**src/rtl/plst_pkg.sv**
```systemverilog
`default_nettype none
package plst_pkg;

  typedef enum logic [1:0] {
    OP_INSERT = 2'd0,
    OP_REMOVE = 2'd1,
    OP_READ   = 2'd2
  } op_t;

  typedef enum logic [1:0] {
    ST_OK    = 2'd0,
    ST_RANGE = 2'd1,
    ST_FULL  = 2'd2
  } status_t;

  typedef enum logic [1:0] {
    S_IDLE,
    S_EXEC,
    S_MERGE,
    S_HOLD
  } state_t;

  // broadcast from the sequencer to every cell
  typedef struct packed {
    logic       ins;
    logic       rem;
    logic       sel;
    logic [4:0] pos;
  } cell_ctrl_t;

  localparam int unsigned GroupSize = 16;

endpackage
`default_nettype wire

```
**src/rtl/positional_list_store.sv**
```systemverilog
// Ordered list of up to CAPACITY signed 32-bit words held in a row of cells.
// Input channel (in_valid/in_ready) carries func, position, value; output
// channel (out_valid/out_ready) carries data, status, count, one result word
// per input word, in order.
// func: insert at 0..count, remove at 0..count-1, read at 0..count-1.
// A refused operation changes nothing and returns data zero with status
// range or full; count is the entry count after the operation (low 5 bits).
// Steps: EXEC updates every cell at once and latches the addressed entry;
// MERGE folds those latches in groups of 16; HOLD folds the groups and
// loads the output register. No new word is taken until the last one has
// left HOLD, so words go through one at a time. in_ready is
// high while the sequencer is idle, also while a result still waits in the
// output register; a stalled receiver holds the next result in the last
// step and in_ready stays low until the output register frees.
// Reset empties the list and drops any pending result; no clearing pass.
`default_nettype none
module positional_list_store #(
  parameter int unsigned CAPACITY = 16
) (
  input  wire                      clk,
  input  wire                      rst,
  input  wire                      in_valid,
  output logic                     in_ready,
  input  wire logic [1:0]          func,
  input  wire logic [4:0]          position,
  input  wire logic signed [31:0]  value,
  output logic                     out_valid,
  input  wire                      out_ready,
  output logic signed [31:0]       data,
  output logic [1:0]               status,
  output logic [4:0]               count
);

  localparam int unsigned LW = $clog2(CAPACITY + 1);
  localparam int unsigned NG = (CAPACITY + plst_pkg::GroupSize - 1) / plst_pkg::GroupSize;

  plst_pkg::state_t     state, state_next;
  plst_pkg::cell_ctrl_t ctrl;
  plst_pkg::status_t    st_r, st_next;

  logic [1:0]          func_r;
  logic [4:0]          pos_r;
  logic signed [31:0]  value_r;
  logic [LW-1:0]       length, length_next;
  logic [LW+4:0]       pos_ext, len_ext;

  logic signed [31:0]  ent [CAPACITY];
  logic signed [31:0]  tap [CAPACITY];
  logic signed [31:0]  part [NG];
  logic signed [31:0]  part_next [NG];
  logic signed [31:0]  fold;

  logic accept, load;

  assign accept   = in_valid && in_ready;
  assign load     = (state == plst_pkg::S_HOLD) && (!out_valid || out_ready);
  assign pos_ext  = {{LW{1'b0}}, pos_r};
  assign len_ext  = {5'd0, length};

  // next state
  always_comb begin
    state_next = state;
    case (state)
      plst_pkg::S_IDLE:  if (accept) state_next = plst_pkg::S_EXEC;
      plst_pkg::S_EXEC:  state_next = plst_pkg::S_MERGE;
      plst_pkg::S_MERGE: state_next = plst_pkg::S_HOLD;
      plst_pkg::S_HOLD:  if (load) state_next = plst_pkg::S_IDLE;
      default:           state_next = plst_pkg::S_IDLE;
    endcase
  end

  // outputs of the sequencer
  always_comb begin
    in_ready = 1'b0;
    case (state)
      plst_pkg::S_IDLE: in_ready = 1'b1;
      default:          in_ready = 1'b0;
    endcase
  end

  // decode, checked against the length before the operation
  always_comb begin
    ctrl        = '0;
    ctrl.pos    = pos_r;
    st_next     = plst_pkg::ST_OK;
    length_next = length;
    if (state == plst_pkg::S_EXEC) begin
      case (func_r)
        plst_pkg::OP_INSERT: begin
          if (pos_ext > len_ext) begin
            st_next = plst_pkg::ST_RANGE;
          end else if (length == LW'(CAPACITY)) begin
            st_next = plst_pkg::ST_FULL;
          end else begin
            ctrl.ins    = 1'b1;
            length_next = length + LW'(1);
          end
        end
        plst_pkg::OP_REMOVE: begin
          if (pos_ext >= len_ext) begin
            st_next = plst_pkg::ST_RANGE;
          end else begin
            ctrl.rem    = 1'b1;
            ctrl.sel    = 1'b1;
            length_next = length - LW'(1);
          end
        end
        plst_pkg::OP_READ: begin
          if (pos_ext >= len_ext) begin
            st_next = plst_pkg::ST_RANGE;
          end else begin
            ctrl.sel = 1'b1;
          end
        end
        default: st_next = plst_pkg::ST_OK;
      endcase
    end
  end

  always_ff @(posedge clk) begin
    if (rst) begin
      state     <= plst_pkg::S_IDLE;
      length    <= '0;
      out_valid <= 1'b0;
    end else begin
      state  <= state_next;
      length <= length_next;
      if (load) begin
        out_valid <= 1'b1;
      end else if (out_ready) begin
        out_valid <= 1'b0;
      end
    end
  end

  always_ff @(posedge clk) begin
    if (accept) begin
      func_r  <= func;
      pos_r   <= position;
      value_r <= value;
    end
    if (state == plst_pkg::S_EXEC) begin
      st_r <= st_next;
    end
    if (load) begin
      data   <= fold;
      status <= st_r;
      count  <= len_ext[4:0];
    end
  end

  for (genvar i = 0; i < CAPACITY; i++) begin : g_cell
    logic signed [31:0] left_w, right_w;
    if (i == 0) begin : g_head
      assign left_w = value_r;
    end else begin : g_mid
      assign left_w = ent[i-1];
    end
    if (i == CAPACITY - 1) begin : g_tail
      assign right_w = ent[i];
    end else begin : g_body
      assign right_w = ent[i+1];
    end
    plst_cell #(.IDX(i)) u_cell (
      .clk   (clk),
      .ctrl  (ctrl),
      .left  (left_w),
      .right (right_w),
      .value (value_r),
      .entry (ent[i]),
      .tap   (tap[i])
    );
  end

  // first fold: groups of cell taps
  always_comb begin
    for (int g = 0; g < NG; g++) begin
      part_next[g] = 32'sd0;
      for (int k = 0; k < plst_pkg::GroupSize; k++) begin
        if (g * plst_pkg::GroupSize + k < CAPACITY) begin
          part_next[g] = part_next[g] | tap[g * plst_pkg::GroupSize + k];
        end
      end
    end
  end

  always_ff @(posedge clk) begin
    if (state == plst_pkg::S_MERGE) begin
      for (int g = 0; g < NG; g++) begin
        part[g] <= part_next[g];
      end
    end
  end

  always_comb begin
    fold = 32'sd0;
    for (int g = 0; g < NG; g++) begin
      fold = fold | part[g];
    end
  end

endmodule
`default_nettype wire

```
**src/rtl/plst_cell.sv**
```systemverilog
`default_nettype none
module plst_cell #(
  parameter int unsigned IDX = 0
) (
  input  wire                      clk,
  input  wire plst_pkg::cell_ctrl_t ctrl,
  input  wire logic signed [31:0]  left,
  input  wire logic signed [31:0]  right,
  input  wire logic signed [31:0]  value,
  output logic signed [31:0]       entry,
  output logic signed [31:0]       tap
);

  logic [31:0] pos_ext;
  logic        above;
  logic        here;

  assign pos_ext = {27'd0, ctrl.pos};
  assign above   = 32'(IDX) > pos_ext;
  assign here    = 32'(IDX) == pos_ext;

  always_ff @(posedge clk) begin
    if (ctrl.ins) begin
      if (above) begin
        entry <= left;
      end else if (here) begin
        entry <= value;
      end
    end else if (ctrl.rem) begin
      if (above || here) begin
        entry <= right;
      end
    end
  end

  // old contents of the addressed cell, zero elsewhere
  always_ff @(posedge clk) begin
    tap <= (ctrl.sel && here) ? entry : 32'sd0;
  end

endmodule
`default_nettype wire

```
**config.mk**
```make
export PLATFORM = sky130hd
export DESIGN_NAME = positional_list_store
export DESIGN_NICKNAME = d
export VERILOG_FILES = /design/src/rtl/plst_pkg.sv /design/src/rtl/positional_list_store.sv /design/src/rtl/plst_cell.sv
export SDC_FILE = /design/constraint.sdc
export NUM_CORES = 2
export LEC_CHECK = 0
export ABC_AREA = 1
export BUFFER_PORTS_ARGS = -buffer_cell sky130_fd_sc_hd__buf_2
export CAP_MARGIN = 20
export CORE_MARGIN = 5
export CORE_UTILIZATION = 40
export DETAILED_ROUTE_END_ITERATION = 7
export HOLD_SLACK_MARGIN = 0.08
export REMOVE_ABC_BUFFERS = 1
export SLEW_MARGIN = 20
export SYNTH_ARGS = -nofsm -noshare
export SYNTH_HDL_FRONTEND = slang
export SYNTH_SLANG_ARGS = --single-unit
```
**constraint.sdc**
```tcl
create_clock -name clk -period 6.5 [get_ports clk]
set_clock_uncertainty 0.1 [all_clocks]
set_input_delay 1.3 -clock clk [delete_from_list [all_inputs] [get_ports clk]]
set_output_delay 1.3 -clock clk [all_outputs]
set_load 0.005 [all_outputs]
```
-- Yosys cells after proc, flatten, opt, wreduce, memory -nomap -nowiden
Memory sizes are Yosys's and may differ from the RTL's. A register that Yosys moved wholly into a read port is not among the register bits.
Cells that the tools add are included.
- multiplexer cells: 101
- bitwise operators: 15
- $add $sub $neg: 2
- eq/ne operators: 41
- shifts and indexed selects: 0
- reductions and logical operators: 76
- multipliers: 0
- div/mod/pow operators: 0
- magnitude comparators: 18
- operators by type and width (cell ; number):
    $mux 32 ; 77
    $or 32x32->32 ; 15
    $ne 3x1->1 const B ; 15
    $reduce_and 3->1 ; 15
    $eq 4x5->1 const A ; 8
    $gt 4x5->1 const A ; 8
    $reduce_bool 2->1 ; 19
    $logic_not 32->1 ; 1
    $eq 3x5->1 const A ; 4
    $gt 3x5->1 const A ; 4
    $logic_and 1x1->1 ; 18
    $logic_or 1x1->1 ; 16
    $mux 5 ; 3
    $mux 1 ; 11
    $eq 2x5->1 const A ; 2
    $gt 1x5->1 const A ; 2
    $gt 2x5->1 const A ; 2
    $mux 2 ; 5
    $ne 2x2->1 const B ; 5
    $pmux 5 s2 ; 1
    $pmux 2 s4 ; 1
    $eq 2x2->1 const B ; 3
    $add 5x1->5 const B ; 1
    $eq 1x5->1 const A ; 1
    13 further kinds ; 16
- logic and storage cells: 295
- memories: 1
- output and inout port bits: 41
- bits in latches: 0
- memory bits (writable): 32
- ROM bits: 0
- register bits: 1080
- input port bits: 43
- memory list (memory ; words ; bits a word ; read ports ; clocked after memory_dff ; wr ports ; line ; source):
    part ; 1 ; 32 ; 1 ; 1 ; 1 ; positional_list_store.sv:49 ; logic signed [31:0] part [NG];

-- Logic depth before layout (Yosys ltp)
- word-level depth: 15
- mapped depth: 14

-- Hierarchy
A second synthesis with hierarchy kept.
- cell total of the unflattened synthesis: 6300
- area total of the unflattened synthesis: 52898.2 sq um
- modules (own cells, without submodules) (module ; cells each ; area each (sq um) ; seq. area each (sq um) ; instances):
    positional_list_store ; 392 ; 5228.8 ; 3523.4 ; 1
    plst_cell (g_cell[15].u_cell) ; 384 ; 3255.6 ; 1601.5 ; 1
    plst_cell (g_cell[9].u_cell) ; 388 ; 3138.0 ; 1601.5 ; 1
    plst_cell (g_cell[6].u_cell) ; 380 ; 3056.7 ; 1601.5 ; 1
    plst_cell (g_cell[1].u_cell) ; 381 ; 3039.2 ; 1601.5 ; 1
    plst_cell (g_cell[14].u_cell) ; 381 ; 3019.1 ; 1601.5 ; 1
    plst_cell (g_cell[2].u_cell) ; 383 ; 3019.1 ; 1601.5 ; 1
    plst_cell (g_cell[3].u_cell) ; 382 ; 2991.6 ; 1601.5 ; 1
    plst_cell (g_cell[4].u_cell) ; 380 ; 2980.4 ; 1601.5 ; 1
    plst_cell (g_cell[10].u_cell) ; 390 ; 2976.6 ; 1601.5 ; 1
    plst_cell (g_cell[7].u_cell) ; 377 ; 2971.6 ; 1601.5 ; 1
    plst_cell (g_cell[5].u_cell) ; 382 ; 2965.3 ; 1601.5 ; 1
    plst_cell (g_cell[12].u_cell) ; 381 ; 2947.8 ; 1601.5 ; 1
    plst_cell (g_cell[11].u_cell) ; 382 ; 2935.3 ; 1601.5 ; 1
    +3 rows ; - ; - ; - ; -

-- Worst setup path before layout
No wires, ideal clock.
- path kind: register -> register
- start point: register pos_r[2]
- end point: register g_cell[0].u_cell.entry[0], enable pin
- library setup time: 0.470 ns
- stages on the path, launching flop included: 12
- data arrival time: 3.978 ns
- buffers on the path: 1
- required time: 5.930 ns
- setup slack: 1.952 ns
- cell sequence: edfxtp_1 ha_1 nand2_1 nor2_2 nand2_1 nand3_1 nand2_1 inv_2 nor2_4 buf_6 inv_1 a21boi_0
- cells in the longest elaborated chain, start to end: 6
- elaborated cells on any way between the ends: 14
- those cells by class: order compare: 3; eq/ne: 1; mux: 5; reduce/logical: 5
- ends and longest elaborated chain (item ; line ; source):
    start, declared ; positional_list_store.sv:42 ; logic [4:0] pos_r;
    start signal, assigned ; positional_list_store.sv:139 ; pos_r <= position;
    $gt 5x5->1 / $ge 5x5->1 (equally long branches) ; positional_list_store.sv:90, positional_list_store.sv:100 ;
    $mux 1 / $mux 2 (equally long branches) ; positional_list_store.sv:90, positional_list_store.sv:100 ;
    $mux 1 ; positional_list_store.sv:88 ; case (func_r)
    $mux 3 ; positional_list_store.sv:87 ; if (state == plst_pkg::S_EXEC) begin
    $ne 3x1->1 (no line) / $reduce_bool 2->1 (equally long branches) ; - ;
    $reduce_and 3->1 (no line) (*) ; - ;
    end signal, assigned ; plst_cell.sv:25 ; entry <= left;
    end signal, assigned ; plst_cell.sv:27 ; entry <= value;
    end signal, assigned ; plst_cell.sv:31 ; entry <= right;
    end, declared ; plst_cell.sv:10 ; output logic signed [31:0] entry,
Every way passes the cells marked *; elsewhere a longest branch is shown, timed or not.
A chain may end at the register's enable or synchronous reset.

-- Worst setup path after layout
- start point: register pos_r[0]
- end point: register g_cell[4].u_cell.entry[8] (data pin)
- cells in the longest elaborated chain, start to end: 5
- elaborated cells on any way between the ends: 7
- those cells by class: order compare: 2; mux: 5
- ends and longest elaborated chain (item ; line ; source):
    $gt 5x5->1 ; positional_list_store.sv:90 ; if (pos_ext > len_ext) begin
    $mux 1 ; positional_list_store.sv:90 ;
    $mux 1 ; positional_list_store.sv:88 ;
    $mux 3 ; positional_list_store.sv:87 ;
    $mux 32 (*) ; plst_cell.sv:23 ; if (ctrl.ins) begin
    end signal, assigned ; plst_cell.sv:25 ;
    end signal, assigned ; plst_cell.sv:27 ;
    end signal, assigned ; plst_cell.sv:31 ;
    end, declared ; plst_cell.sv:10 ;
Marked as above.

==> metrics.cfg <==
[run_status]
status = completed

[logic_synthesis]
async_flop_share = 0
synth_warnings = 0
netlist_area_um2 = 44300
synth_edf_count = 624
syn_inst = 4347
synth_most_common_cell = edfxtp_1
ys_seq_area_frac = 0.658
ys_top_cells_by_count = 624 x edfxtp_1, 613 x nand2_1, 544 x inv_1
synth-seq-cells = 1144
synth.avg_cell_area_um2 = 10.2
synth.largest_area_cell = edfxtp_1
ys_types = 34
netlist_top_cells_area = edfxtp_1 42%, dfxtp_1 24%, o211ai_1 6.5%
synth.top_cell.area_share = 0.423
synth_ff_type = edfxtp_1

[clock_tree]
root_buffer = clkbuf_16
hold_buffers = 0
worstSkewPairLatency_ns = 0.69
path_clk_slew_ns = 0.06
htree_levels = 3
cts_tree = done
cts.sinks = 1144
postCtsSetupBuffers = 0
cts_buffers = 114
clock_path_buffers = 3
ctsResizeCount = 0

[hold_path]
min-delay-start = part[0][22]$_DFFE_PP_
min_to = data[22]$_DFFE_PP_
whs_path_depth = 0
min-delay-path-class = reg2reg

[pwr]
p_per_area_nw_per_um2 = 337
p_seq_frac = 0.489
netSwitchingPower_mw = 4.55
p_clk_frac = 0.394
p_int_mw = 12.3
combPwrFrac = 0.117
peakVddDrop_mv = 0.253
swShare = 0.270
p_leak_nw = 19.1

[grt]
grt_pass1_wl_mm = 189
grt_remaining_overflow = 0
antenna_found_initial = 1
grt_max_degree = 268
grtUsageTotal = 0.214
grt_pass1_vias = 29589

[route]
drt-initial-drc-count = 3617
routed_via_density = 5.34
drt-total-wl_mm = 129
drcViolationCount = 0
drt_first_pass_iters = 6
ant_nets = 0
wl_per_cell_um = 21.8
vias = 31492

[finish]
fill_cells = 10321
antenna_cells = 0
drive_above_1_share = 0.0864
multi_input_area_um2 = 12100
final_nets = 4370
register_area_um2 = 29100
instances_no_fill = 5897
syn_to_final_growth_pct = 12.7
final_util = 0.452

[sta]
setup_viol = 0
finalCriticalPeriod_ns = 4.03
maxSlewHeadroom = 0.209
fin_crit_sh = 0.621
slew_viol_final = 0
hold_viol = 0
layout_setup_ws_ns = 2.47
fmax_ghz = 0.248
tightest_slew_ns = 1.18
rsz0062_at_grt = false
hold_ws_ns = 0.318

[setup_path]
critPathRequiredTime_ns = 6.93
regToRegEndpoint = g_cell[4].u_cell.entry[8]$_DFFE_PP_
worst_setup_path_start_kind = register
endpoint_kind = register
worstPathArrival_ns = 4.46
worst_path_largest_cell_delay_ns = 0.80
crit_chain = inv_1, ha_1, inv_1, nand2_1, nand3_1, nand2_1, inv_2, nor2_4, buf_12, buf_4, o211ai_1, o21ai_0
reg2reg_depth = 12
path_max_fanout = 267
crit_family = buffers and inverters
path_buf_inv = 5
rr_startpoint = pos_r[0]$_DFFE_PP_
critical_path_class = reg2reg
cpMaxStageDelayCell = buf_4
rrSetupSlack_ns = 2.47

[run]
cap_violations = 0

[floorplan]
dieHeight_um = 343
die_x_um = 343
initial_core_util = 0.401
die-area_um2 = 117000
coreArea_um2 = 110000
rows = 122
io_pins = 84

[placed_design]
globalplace.congestion = 0.825
portBuffers = 83
place_hpwl_mm = 71.9
numPlacedInstances = 5683
pre_cts_slack_ns = 2.58

layer usage:
layer	routed length, um	vias to the layer above	track usage	share of wire
met5	0	-	0	0
met4	3700	0	0.0649	0.029
met3	11200	237	0.0371	0.087
met2	58000	1349	0.337	0.45
met1	55800	15193	0.303	0.43
li1	-	14713	-	-
cells by family after synthesis:
kind of cell               after synthesis  synth area share
and+or+nand+nor                       1341             0.126
DFF                                   1144             0.658
AOI/OAI and AO/OA                      995             0.135
buffers and inverters                  848            0.0759
adders and majority gates               16           0.00469
xor gates and xnor gates                 3          0.000594
stage by stage:
stage | total power, mW | instance area [um2] | setup TNS (ns)
floorplan | 9.52 | 43000 | -6416.73
global placement | 10.3 | 46100 | 0
detailed placement | 10.3 | 46100 | 0
CTS | 16.9 | 49900 | 0
global route | 17.5 | 49900 | 0
finish | 16.8 | 49900 | 0
power by group through the flow:
stage | sequential (mW) | combinational (mW) | clock [mW]
6_report | 8.23 | 1.98 | 6.63
5_1_grt | 8.26 | 2.16 | 7.06
4_1_cts | 8.23 | 1.97 | 6.73
3_5_place_dp | 8.38 | 1.96 | 0
3_3_place_gp | 8.38 | 1.93 | 0
2_1_floorplan | 8.30 | 1.22 | 0
cells in the final DEF (no fill, tap or decap), types with 30 or more instances in the layout:
master,count
nor2_1,509
o211ai_1,385
clkbuf_1,30
inv_1,543
buf_4,55
nand4_1,36
nand2_1,604
buf_2,83
o21ai_0,540
o21ai_1,39
clkbuf_16,124
dfxtp_1,520
edfxtp_1,624
nor4_1,129
worst max path at each step:
stage                             startpoint                                   end  slack (ns)  cells after the start
after floorplan           pos_r[2]$_DFFE_PP_   g_cell[3].u_cell.entry[0]$_DFFE_PP_       -9.20                     10
after global placement    pos_r[0]$_DFFE_PP_   g_cell[4].u_cell.entry[8]$_DFFE_PP_        2.54                     12
final                     pos_r[0]$_DFFE_PP_   g_cell[4].u_cell.entry[8]$_DFFE_PP_        2.47                     12
after global routing      pos_r[0]$_DFFE_PP_   g_cell[4].u_cell.entry[8]$_DFFE_PP_        2.18                     12
after detailed placement  pos_r[4]$_DFFE_PP_  g_cell[2].u_cell.entry[14]$_DFFE_PP_        2.58                      7
after CTS                 pos_r[4]$_DFFE_PP_  g_cell[2].u_cell.entry[27]$_DFFE_PP_        2.55                      7
sequential cells by signal (all words and copies together) (netlist names):
name	cells
g_cell.left_w	32
count	5
pos_r	5
func_r	2
st_r	2
state	2
out_valid	1
g_cell.u_cell.entry	512
data	32
part	32
length	5
g_cell.u_cell.tap	512
status	2
cell type report:
class,count,area share
Inverter,554,0.0417
Timing Repair Buffer,142,0.0180
Sequential cell,1144,0.584
Tap cell,1488,0.0373
Clock buffer,178,0.0710
Clock inverter,36,0.00526
Multi-Input combinational cell,2355,0.243
Power figures use the tool's default switching activity.
